`config.mk`:
```
export PLATFORM = sky130hd
export DESIGN_NAME = sse_event_stream_parser_top
export DESIGN_NICKNAME = d
export VERILOG_FILES = /design/src/rtl/core/sep_pkg.sv /design/src/rtl/core/sse_event_stream_parser_top.sv /design/src/rtl/core/sep_ram.sv /design/src/rtl/core/sep_line_parser.sv
export SDC_FILE = /design/constraint.sdc
export NUM_CORES = 2
export LEC_CHECK = 0
export ABC_AREA = 1
export BUFFER_PORTS_ARGS = -buffer_cell sky130_fd_sc_hd__clkbuf_2
export CORE_AREA = 2 2 488 490
export CTS_CLUSTER_DIAMETER = 150
export DETAILED_ROUTE_END_ITERATION = 10
export DIE_AREA = 0 0 490 492
export MAX_ROUTING_LAYER = met4
export PLACE_DENSITY = 0.62
export SYNTH_ARGS = -nofsm -noshare
export SYNTH_HDL_FRONTEND = slang
export SYNTH_SLANG_ARGS = --single-unit
```
`constraint.sdc`:
```
create_clock -name aclk -period 15.1 [get_ports aclk]
set_input_delay 3.02 -clock aclk [delete_from_list [all_inputs] [get_ports aclk]]
set_output_delay 3.02 -clock aclk [all_outputs]
set_load 0.01 [all_outputs]
```
`src/rtl/core/sep_pkg.sv`:
```
// ============================================================================
// sep_pkg
// shared types, constants and tag lookups of the event-stream parser
// ============================================================================
package sep_pkg;

    // store sizes
    localparam int DATA_DEPTH = 256;
    localparam int NAME_DEPTH = 64;
    localparam int DATA_AW    = $clog2(DATA_DEPTH);
    localparam int NAME_AW    = $clog2(NAME_DEPTH);
    localparam int DATA_CW    = $clog2(DATA_DEPTH + 1);
    localparam int NAME_CW    = $clog2(NAME_DEPTH + 1);

    // field widths of a word
    localparam int MODE_W     = 2;
    localparam int BYTE_W     = 8;
    localparam int INDEX_W    = 8;
    localparam int DATA_LEN_W = 9;
    localparam int NAME_LEN_W = 7;

    // line characters
    localparam logic [BYTE_W-1:0] CHAR_CR = 8'h0D;
    localparam logic [BYTE_W-1:0] CHAR_LF = 8'h0A;

    // line position tracking, saturates at LINE_POS_MAX
    localparam logic [2:0] LINE_POS_MAX  = 3'd7;
    localparam logic [2:0] DATA_TAG_LEN  = 3'd6;
    localparam logic [2:0] NAME_TAG_LEN  = 3'd7;
    localparam logic [2:0] DATA_TAG_LAST = 3'd5;
    localparam logic [2:0] NAME_TAG_LAST = 3'd6;

    typedef enum logic [MODE_W-1:0] {
        MODE_PUSH      = 2'd0,
        MODE_READ_DATA = 2'd1,
        MODE_READ_NAME = 2'd2
    } mode_t;

    typedef struct packed {
        logic                  done;
        logic [DATA_LEN_W-1:0] data_length;
        logic                  name_present;
        logic [NAME_LEN_W-1:0] name_length;
        logic                  truncated;
    } evt_result_t;

    typedef struct packed {
        logic               en;
        logic [DATA_AW-1:0] addr;
        logic [BYTE_W-1:0]  data;
    } data_wr_t;

    typedef struct packed {
        logic               en;
        logic [NAME_AW-1:0] addr;
        logic [BYTE_W-1:0]  data;
    } name_wr_t;

    // "data: "
    function automatic logic [BYTE_W-1:0] data_tag_char(input logic [2:0] pos);
        logic [BYTE_W-1:0] c;
        case (pos)
            3'd0:    c = 8'h64;
            3'd1:    c = 8'h61;
            3'd2:    c = 8'h74;
            3'd3:    c = 8'h61;
            3'd4:    c = 8'h3A;
            3'd5:    c = 8'h20;
            default: c = 8'h00;
        endcase
        return c;
    endfunction

    // "event: "
    function automatic logic [BYTE_W-1:0] name_tag_char(input logic [2:0] pos);
        logic [BYTE_W-1:0] c;
        case (pos)
            3'd0:    c = 8'h65;
            3'd1:    c = 8'h76;
            3'd2:    c = 8'h65;
            3'd3:    c = 8'h6E;
            3'd4:    c = 8'h74;
            3'd5:    c = 8'h3A;
            3'd6:    c = 8'h20;
            default: c = 8'h00;
        endcase
        return c;
    endfunction

endpackage

```
`src/rtl/core/sse_event_stream_parser_top.sv`:
```
// ============================================================================
// sse_event_stream_parser_top
// event-stream parser: one stream byte or one store read per word
// ============================================================================
// usage
//   input channel s_*: each word is either a stream byte to parse (mode push),
//   a read of the data store or a read of the name store at s_read_index
//   output channel m_*: exactly one word per input word, in order; event_done
//   marks the word whose line end closed an event with non-empty data, and
//   read_value carries the fetched byte for read words
//   path: an accepted word is held in the input register, then parser and
//   store read move it into the output register
//   throughput: one word per cycle while m_ready stays high, set by the parser
//   updating its state per word and the one read port of each store
//   reset (aresetn low, synchronous): parser state and both valid flags clear;
//   store contents stay undefined until written, no clearing pass is run
//   stall: when m_ready is low the output word holds, the input register
//   fills behind it and s_ready drops once both stages are occupied
// ============================================================================
module sse_event_stream_parser_top (
    input  logic                          aclk,
    input  logic                          aresetn,
    input  logic                          s_valid,
    output logic                          s_ready,
    input  logic [sep_pkg::MODE_W-1:0]     s_mode,
    input  logic [sep_pkg::BYTE_W-1:0]     s_stream_byte,
    input  logic [sep_pkg::INDEX_W-1:0]    s_read_index,
    output logic                          m_valid,
    input  logic                          m_ready,
    output logic                          m_event_done,
    output logic [sep_pkg::DATA_LEN_W-1:0] m_data_length,
    output logic                          m_name_present,
    output logic [sep_pkg::NAME_LEN_W-1:0] m_name_length,
    output logic                          m_truncated,
    output logic [sep_pkg::BYTE_W-1:0]     m_read_value
);
    import sep_pkg::*;

    // input stage
    logic                v1_reg;
    logic [MODE_W-1:0]   mode1_reg;
    logic [BYTE_W-1:0]   byte1_reg;
    logic [INDEX_W-1:0]  idx1_reg;

    // output stage
    logic                m_valid_reg;
    evt_result_t         result_reg;
    logic                sel_data_reg;
    logic                sel_name_reg;

    logic                adv2;      // output stage can take a word
    logic                fire1;     // input stage moves to output stage
    logic                push_en;
    logic                rd_data_hit;
    logic                rd_name_hit;
    evt_result_t         result;
    data_wr_t            data_wr;
    name_wr_t            name_wr;
    logic [BYTE_W-1:0]   data_rd;
    logic [BYTE_W-1:0]   name_rd;

    assign adv2    = !m_valid_reg || m_ready;
    assign fire1   = v1_reg && adv2;
    assign s_ready = !v1_reg || adv2;

    // decode of the word in the input stage
    always_comb begin
        push_en     = 1'b0;
        rd_data_hit = 1'b0;
        rd_name_hit = 1'b0;
        case (mode1_reg)
            MODE_PUSH:      push_en     = fire1;
            MODE_READ_DATA: rd_data_hit = (32'(idx1_reg) < DATA_DEPTH);
            MODE_READ_NAME: rd_name_hit = (32'(idx1_reg) < NAME_DEPTH);
            default: ;  // unused mode: all fields zero
        endcase
    end

    sep_line_parser u_parser (
        .aclk        (aclk),
        .aresetn     (aresetn),
        .push_en     (push_en),
        .stream_byte (byte1_reg),
        .result      (result),
        .data_wr     (data_wr),
        .name_wr     (name_wr)
    );

    // read data lands in the ram output register together with the output stage
    sep_ram #(
        .WIDTH (BYTE_W),
        .DEPTH (DATA_DEPTH)
    ) u_data_ram (
        .aclk    (aclk),
        .wr_en   (data_wr.en),
        .wr_addr (data_wr.addr),
        .wr_data (data_wr.data),
        .rd_en   (fire1),
        .rd_addr (DATA_AW'(idx1_reg)),
        .rd_data (data_rd)
    );

    sep_ram #(
        .WIDTH (BYTE_W),
        .DEPTH (NAME_DEPTH)
    ) u_name_ram (
        .aclk    (aclk),
        .wr_en   (name_wr.en),
        .wr_addr (name_wr.addr),
        .wr_data (name_wr.data),
        .rd_en   (fire1),
        .rd_addr (NAME_AW'(idx1_reg)),
        .rd_data (name_rd)
    );

    // valid flags
    always_ff @(posedge aclk) begin
        if (!aresetn) begin
            v1_reg      <= 1'b0;
            m_valid_reg <= 1'b0;
        end else begin
            if (s_ready) begin
                v1_reg <= s_valid;
            end
            if (adv2) begin
                m_valid_reg <= v1_reg;
            end
        end
    end

    // payload
    always_ff @(posedge aclk) begin
        if (s_valid && s_ready) begin
            mode1_reg <= s_mode;
            byte1_reg <= s_stream_byte;
            idx1_reg  <= s_read_index;
        end
        if (fire1) begin
            result_reg   <= result;
            sel_data_reg <= rd_data_hit;
            sel_name_reg <= rd_name_hit;
        end
    end

    assign m_valid        = m_valid_reg;
    assign m_event_done   = result_reg.done;
    assign m_data_length  = result_reg.data_length;
    assign m_name_present = result_reg.name_present;
    assign m_name_length  = result_reg.name_length;
    assign m_truncated    = result_reg.truncated;
    assign m_read_value   = sel_data_reg ? data_rd :
                            sel_name_reg ? name_rd : '0;

endmodule

```
`src/rtl/core/sep_ram.sv`:
```
// ============================================================================
// sep_ram
// generic single-write, single-read ram with registered read
// ============================================================================
module sep_ram #(
    parameter int WIDTH = 8,
    parameter int DEPTH = 256
) (
    input  logic                     aclk,
    input  logic                     wr_en,
    input  logic [$clog2(DEPTH)-1:0] wr_addr,
    input  logic [WIDTH-1:0]         wr_data,
    input  logic                     rd_en,
    input  logic [$clog2(DEPTH)-1:0] rd_addr,
    output logic [WIDTH-1:0]         rd_data
);

    logic [WIDTH-1:0] mem_reg [DEPTH];
    logic [WIDTH-1:0] rd_data_reg;

    always_ff @(posedge aclk) begin
        if (wr_en) begin
            mem_reg[wr_addr] <= wr_data;
        end
        if (rd_en) begin
            rd_data_reg <= mem_reg[rd_addr];
        end
    end

    assign rd_data = rd_data_reg;

endmodule

```
`src/rtl/core/sep_line_parser.sv`:
```
// ============================================================================
// sep_line_parser
// line splitting, tag matching and event bookkeeping, one byte per cycle while push_en is high
// ============================================================================
module sep_line_parser (
    input  logic                      aclk,
    input  logic                      aresetn,
    input  logic                      push_en,
    input  logic [sep_pkg::BYTE_W-1:0] stream_byte,
    output sep_pkg::evt_result_t      result,
    output sep_pkg::data_wr_t         data_wr,
    output sep_pkg::name_wr_t         name_wr
);
    import sep_pkg::*;

    logic [DATA_CW-1:0] data_count_reg, data_count_next;
    logic [NAME_CW-1:0] name_count_reg, name_count_next;
    logic               name_seen_reg, name_seen_next;
    logic               line_end_reg, line_end_next;
    logic               after_cr_reg, after_cr_next;
    logic [2:0]         line_pos_reg, line_pos_next;
    logic               data_match_reg, data_match_next;
    logic               name_match_reg, name_match_next;
    logic               cut_reg, cut_next;

    logic is_cr;
    logic is_lf;
    logic dm;
    logic nm;

    assign is_cr = (stream_byte == CHAR_CR);
    assign is_lf = (stream_byte == CHAR_LF);

    // prefix match including the current byte
    assign dm = data_match_reg &&
                ((line_pos_reg < DATA_TAG_LEN) ? (stream_byte == data_tag_char(line_pos_reg))
                                               : 1'b1);
    assign nm = name_match_reg &&
                ((line_pos_reg < NAME_TAG_LEN) ? (stream_byte == name_tag_char(line_pos_reg))
                                               : 1'b1);

    always_comb begin
        data_count_next = data_count_reg;
        name_count_next = name_count_reg;
        name_seen_next  = name_seen_reg;
        line_end_next   = line_end_reg;
        after_cr_next   = after_cr_reg;
        line_pos_next   = line_pos_reg;
        data_match_next = data_match_reg;
        name_match_next = name_match_reg;
        cut_next        = cut_reg;
        result          = '0;
        data_wr         = '0;
        name_wr         = '0;

        if (push_en) begin
            if (is_lf && after_cr_reg) begin
                // lf of a cr-lf pair
                after_cr_next = 1'b0;
            end else if (is_cr || is_lf) begin
                after_cr_next   = is_cr;
                line_pos_next   = '0;
                data_match_next = 1'b1;
                name_match_next = 1'b1;
                if (line_end_reg) begin
                    line_end_next = 1'b0;
                    if (data_count_reg != '0) begin
                        result.done         = 1'b1;
                        result.data_length  = DATA_LEN_W'(data_count_reg);
                        result.name_present = name_seen_reg;
                        result.name_length  = NAME_LEN_W'(name_count_reg);
                        result.truncated    = cut_reg;
                    end
                    data_count_next = '0;
                    name_count_next = '0;
                    name_seen_next  = 1'b0;
                    cut_next        = 1'b0;
                end else begin
                    line_end_next = 1'b1;
                end
            end else begin
                after_cr_next   = 1'b0;
                line_end_next   = 1'b0;
                data_match_next = dm;
                name_match_next = nm;

                if (line_pos_reg == DATA_TAG_LAST && dm) begin
                    data_count_next = '0;
                end else if (line_pos_reg > DATA_TAG_LAST && dm) begin
                    if (data_count_reg < DATA_CW'(DATA_DEPTH)) begin
                        data_wr.en      = 1'b1;
                        data_wr.addr    = data_count_reg[DATA_AW-1:0];
                        data_wr.data    = stream_byte;
                        data_count_next = data_count_reg + 1'b1;
                    end else begin
                        cut_next = 1'b1;
                    end
                end

                if (line_pos_reg == NAME_TAG_LAST && nm) begin
                    name_count_next = '0;
                    name_seen_next  = 1'b1;
                end else if (line_pos_reg > NAME_TAG_LAST && nm) begin
                    if (name_count_reg < NAME_CW'(NAME_DEPTH)) begin
                        name_wr.en      = 1'b1;
                        name_wr.addr    = name_count_reg[NAME_AW-1:0];
                        name_wr.data    = stream_byte;
                        name_count_next = name_count_reg + 1'b1;
                    end else begin
                        cut_next = 1'b1;
                    end
                end

                if (line_pos_reg != LINE_POS_MAX) begin
                    line_pos_next = line_pos_reg + 3'd1;
                end
            end
        end
    end

    always_ff @(posedge aclk) begin
        if (!aresetn) begin
            data_count_reg <= '0;
            name_count_reg <= '0;
            name_seen_reg  <= 1'b0;
            line_end_reg   <= 1'b0;
            after_cr_reg   <= 1'b0;
            line_pos_reg   <= '0;
            data_match_reg <= 1'b1;
            name_match_reg <= 1'b1;
            cut_reg        <= 1'b0;
        end else begin
            data_count_reg <= data_count_next;
            name_count_reg <= name_count_next;
            name_seen_reg  <= name_seen_next;
            line_end_reg   <= line_end_next;
            after_cr_reg   <= after_cr_next;
            line_pos_reg   <= line_pos_next;
            data_match_reg <= data_match_next;
            name_match_reg <= name_match_next;
            cut_reg        <= cut_next;
        end
    end

endmodule

```
Word level (Yosys, flattened, before mapping)
Memory sizes are Yosys's and may differ from the RTL's. A register that Yosys moved wholly into a read port is not among the register bits.
Index checks and enable logic that the tools add are counted.
{"block": "totals", "reg_bits": 66, "mem_bits_rw": 2560, "inputBits": 22, "out_inout_bits": 29, "elab_cells": 138, "n_memories": 2}
{"block": "classes", "addsub": 3, "order_cmp": 7, "eq_ne": 14, "mux": 53, "n_bitwise": 5, "reduce_logical": 33}
{"name": "u_data_ram.mem_reg", "words": 256, "width": 8, "read_ports": 1, "rd_clocked_by_memory_dff": 1, "write_ports": 1, "line_no": "sep_ram.sv:18", "text": "logic [WIDTH-1:0] mem_reg [DEPTH];"}
{"name": "u_name_ram.mem_reg", "words": 64, "width": 8, "read_ports": 1, "rd_clocked_by_memory_dff": 1, "write_ports": 1, "line_no": "sep_ram.sv:18"}
{"cell": "$mux W17", "count": 6}
{"cell": "$mux W15", "count": 6}
{"cell": "$mux W9", "count": 5}
{"cell": "$pmux W7 S6", "count": 1}
{"cell": "$mux W7", "count": 5}
{"cell": "$pmux W7 S5", "count": 1}
{"cell": "$mux W1", "count": 24}
{"cell": "$mux W19", "count": 1}
{"cell": "$eq A8 B4 Y1 const B", "count": 2}
{"cell": "$eq A8 B7 Y1", "count": 2}
{"cell": "$mux W8", "count": 2}
{"cell": "$reduce_bool A3 Y1", "count": 4}
{"cell": "$reduce_and A5 Y1", "count": 2}
{"cell": "$add A9 B1 Y9 const B", "count": 1}
{"cell": "$eq A3 B3 Y1 const B", "count": 3}
{"cell": "$logic_and A1 B1 Y1", "count": 9}
{"cell": "$lt A9 B9 Y1 const B", "count": 1}
{"cell": "$reduce_bool A9 Y1", "count": 1}
{"cell": "$lt A8 B7 Y1 const B", "count": 1}
{"cell": "$add A7 B1 Y7 const B", "count": 1}
{"cell": "$lt A7 B7 Y1 const B", "count": 1}
{"cell": "$eq A3 B2 Y1 const B", "count": 2}
{"cell": "$gt A3 B3 Y1 const B", "count": 2}
{"cell": "$lt A3 B3 Y1 const B", "count": 2}
{"cell": "other kinds (19)", "count": 30}

Logic depth before layout (Yosys ltp)
{"block": "depth", "depth_word": 14, "ltp_mapped": 19, "ltp_nobuf": 19}

Modules after synthesis
From an unflattened synthesis, not the netlist that was laid out.
{"block": "hier_totals", "cells_unflattened": 9253, "hier_area_um2": 108446.5}
{"module": "sep_ram at u_data_ram", "n_inst": 1, "cells_per_inst": 7003, "area_each_um2": 83476.3, "seq_area_each_um2": 61739.2}
{"module": "sep_ram at u_name_ram", "n_inst": 1, "cells_per_inst": 1805, "area_each_um2": 21419.3, "seq_area_each_um2": 15615.0}
{"module": "sep_line_parser", "n_inst": 1, "cells_per_inst": 359, "area_each_um2": 2130.8, "seq_area_each_um2": 500.5}
{"module": "sse_event_stream_parser_top", "n_inst": 1, "cells_per_inst": 86, "area_each_um2": 1420.1, "seq_area_each_um2": 1211.2}

Least setup slack after synthesis
Ideal clock, no wire load.
{"block": "synth_timing", "path_kind": "input port to flip-flop", "from": "in m_ready", "to": "mem u_data_ram.mem_reg[0][0], data pin", "arrival_time_ns": 9.899, "required_ns": 13.707, "setup_slack_ns": 3.808, "stages": 8, "n_path_buf": 0, "cell_sequence": "inv_1 -> nand2_1 -> nand2_1 -> nor3_2 -> inv_1 -> nor4_2 -> inv_1 -> nor2_1"}
{"item": "start: declaration", "line_no": "sse_event_stream_parser_top.sv:29", "text": "input logic m_ready,"}
{"item": "end: declaration", "line_no": "sep_ram.sv:18"}

==> impl_metrics.env <==
export IMPL_nNetsFinal=8250
export IMPL_cts_setup_buffers=0
export IMPL_slowest_delay_ns=0.85
export IMPL_status="finished, final reports clean"
export IMPL_layout_drive_gt1_share_pct=7.62
export IMPL_whs_path_depth=2
export IMPL_gp_congestion=0.875
export IMPL_final_max_slew_viol_count=0
export IMPL_max_freq_mhz=143
export IMPL_die_area_mm2=0.241
export IMPL_cts_repair_resized=0
export IMPL_cts_sinks=2642
export IMPL_reg2reg_depth=15
export IMPL_cp_cell_sequence="clkbuf_2 -> inv_1 -> nand2_1 -> nand2_1 -> nor3_2 -> inv_1 -> nor4_2 -> inv_1 -> nor2_4 -> buf_4 -> buf_4"
export IMPL_start_util_pct=44.6
export IMPL_drt_pass1_iterations=6
export IMPL_syn_nets=8409
export IMPL_drv_cap=0
export IMPL_drt_initial_drc_count=9671
export IMPL_grt_overflow_total=0
export IMPL_numCtsBuffers=286
export IMPL_stdcell_area_mm2=0.117
export IMPL_yosysTopAreaCell="edfxtp_1"
export IMPL_syn_avg_cell_area_um2=12.6
export IMPL_fp_dieW_um=490
export IMPL_hold_buffers=0
export IMPL_wl_um=295000
export IMPL_yosys_area_top_type_share_pct=74.5
export IMPL_p_leak_uw=0.0431
export IMPL_setup_viol=0
export IMPL_num_vias=69236
export IMPL_cts_clk_slew_worst_paths_ns=0.07
export IMPL_synth_seq_area_share_pct=75.0
export IMPL_die_height_um=492
export IMPL_crit_required_ns=15.67
export IMPL_synthMostInstantiatedCell="edfxtp_1"
export IMPL_yosys_top_cells_count="edfxtp_1 (2615), nor2_1 (1814), o21ai_0 (1437), o22ai_1 (642), nand2_1 (548)"
export IMPL_postSynth_asyncResetShare_pct=0
export IMPL_slew_headroom_pct=15.1
export IMPL_worstHoldEndpoint="u_parser.line_end_reg$_SDFFE_PN0P_"
export IMPL_synth_cell_types=39
export IMPL_cp_start_kind="primary input"
export IMPL_critPathMaxFanout=76
export IMPL_grt_max_degree=244
export IMPL_wl_per_cell_um=25.4
export IMPL_coreArea_mm2=0.236
export IMPL_dp_slack_ns=7.26
export IMPL_cp_top_family="buffers and inverters"
export IMPL_syn_inst=8378
export IMPL_startpoint="m_ready"
export IMPL_timing_rr_end="u_data_ram.mem_reg[247][0]$_DFFE_PP_"
export IMPL_ios=51
export IMPL_crit_top_cell="inv_1"
export IMPL_drtAntennaViolNets=0
export IMPL_synth_flop_cell="edfxtp_1"
export IMPL_regToRegStartpoint="u_parser.line_pos_reg[0]$_SDFFE_PN0P_"
export IMPL_vias_per_cell=5.97
export IMPL_synth_edf_count=2615
export IMPL_min_delay_path_class="flop to flop"
export IMPL_cts_tree="done"
export IMPL_synthesis_area_mm2=0.105
export IMPL_path_class="primary input to flop"
export IMPL_rsz0062_at_grt="false"
export IMPL_min_period_ns=6.99
export IMPL_ys_ff_latch=2642
export IMPL_largest_reg_flops=2048
export IMPL_grt_first_pass_wirelength_um=432000
export IMPL_vdd_drop_max_mv=0.122
export IMPL_syn_to_final_growth_pct=11.4
export IMPL_clock_path_buffers=4
export IMPL_htreeDepth=5
export IMPL_power_density_mw_per_mm2=133
export IMPL_tns_ns=0
export IMPL_antenna_found_initial=9
export IMPL_dp_hpwl_um=165000
export IMPL_place_area_mm2=0.108
export IMPL_ys_warn_count=0
export IMPL_finalCritPeriodShare_pct=46.3
export IMPL_timing_final_ws_setup_ns=8.11
export IMPL_drc=0
export IMPL_critPathBufInv=6
export IMPL_hp_start="u_parser.line_end_reg$_SDFFE_PN0P_"
export IMPL_root_buffer="clkbuf_16"
export IMPL_slowest_stage="nor2_4"
export IMPL_yosys_top_cells_area="edfxtp_1 (74%), o21ai_0 (6.8%), nor2_1 (6.5%), o22ai_1 (3.8%), nand2_1 (2.0%)"
export IMPL_critPathArrivalTime_ns=7.56
export IMPL_grt_pass1_vias=66323
export IMPL_portBuffers=50
export IMPL_hold_viol=0
export IMPL_clk_latency_ns=0.94
export IMPL_cp_end_kind="flop"
export IMPL_skew_ns=0.0692
export IMPL_grt_use_total_pct=24.4
export IMPL_tightest_slew_ns=1.27
export IMPL_rows=179
export IMPL_r2r_slack_ns=9.36
==> per-stage QoR <==
| stage | utilization (%) | cells | power (uW) | hold WS (ns) |
|---|---|---|---|---|
| 2_1_floorplan | - | 8378 | 8600 | 0.441 |
| 3_3_place_gp | 45.8 | 11098 | 8850 | 0.475 |
| 3_5_place_dp | 45.8 | 11098 | 8860 | 0.461 |
| 4_1_cts | 49.7 | 11584 | 15700 | 0.474 |
| 5_1_grt | 49.7 | 11590 | 16000 | 0.515 |
| 6_report | 49.7 | 11590 | 15600 | 0.471 |
==> area by class of cell <==
type | count | area (um^2)
diodes | 6 | 15.0
clock buffers | 333 | 7480
flip-flops and latches | 2642 | 79100
clock inverters | 153 | 1600
fillers | 20175 | 119000
repair buffers | 156 | 1150
multi-input cells | 5061 | 23900
well taps | 3167 | 3960
inverters | 72 | 299
==> cell usage in the layout (no fill, tap or decap), types with 7 or more instances in the layout <==
master	Yosys	final
a21oi_1	42	42
a31oi_1	8	8
buf_12	0	8
buf_4	4	98
bufinv_16	0	33
clkbuf_1	438	40
clkbuf_16	0	293
clkbuf_2	0	50
clkinv_1	2	57
clkinv_2	0	45
clkinvlp_4	0	11
dfxtp_1	27	27
edfxtp_1	2615	2615
ha_1	9	9
inv_1	62	56
inv_2	8	9
nand2_1	548	534
nand2_2	22	36
nand3_1	405	403
nand3_2	6	8
nand4_1	10	10
nor2_1	1814	1798
nor2_2	7	7
nor2_4	6	22
nor3_1	12	12
o211ai_1	10	10
o21ai_0	1437	1437
o221ai_1	47	47
o22ai_1	642	642
o32ai_1	7	7
xor2_1	8	8
==> worst max path at each step <==
stage                                                       to  slack, ns  cells after the start
after CTS                 u_data_ram.mem_reg[156][0]$_DFFE_PP_       8.24                     11
after detailed placement  u_data_ram.mem_reg[129][0]$_DFFE_PP_       7.26                     11
after global routing      u_data_ram.mem_reg[241][0]$_DFFE_PP_       7.89                     11
final                     u_data_ram.mem_reg[247][0]$_DFFE_PP_       8.11                     11
after global placement    u_data_ram.mem_reg[128][0]$_DFFE_PP_       7.25                     11
after floorplan             u_data_ram.mem_reg[0][0]$_DFFE_PP_       3.81                      8
==> worst register-to-register path, cell delays in order (launching register included) <==
cell and delay (ns):
dfxtp_1 0.50, inv_2 0.14, ha_1 0.27, nand2_2 0.11, o21ai_1 0.10, nand2_1 0.09
o21ai_1 0.06, nor2_1 0.11, nand3_1 0.10, nand2_2 0.09, nand3_2 0.13, nor4_2 0.44
inv_1 0.48, nor2_4 0.86, buf_4 0.88, buf_4 0.96
==> cells by family (layout without fill, tap and decap cells) <==
group / after synthesis / in the layout / synth area share [%]
DFF: 2642 / 2642 / 75.0
other: 0 / 6 / 0
AOI/OAI and AO/OA: 2207 / 2207 / 11.5
adders and majority gates: 9 / 9 / 0.107
buffers and inverters: 675 / 714 / 2.55
and+or+nand+nor: 2837 / 2837 / 10.8
xor gates and xnor gates: 8 / 8 / 0.0664
==> where the power goes <==
| part | switching, uW | total [uW] | internal, uW | leakage, uW |
|---|---|---|---|---|
| logic | 547 | 758 | 211 | 0.00830 |
| clock network | 2790 | 6890 | 4090 | 0.00443 |
| registers | 8.61 | 7950 | 7950 | 0.0304 |
| total | 3350 | 15600 | 12300 | 0.0431 |
==> routing by layer <==
metal	share of wire, %	routed length [um]	vias to the layer above	global-route usage [%]
li1	-	-	30601	-
met1	42	122000	34364	33.7
met2	46	136000	3697	37.0
met3	9.3	27300	574	4.30
met4	3.2	9380	0	7.79
met5	0	0	-	-
Note: power is estimated with default switching activity, not from simulation.
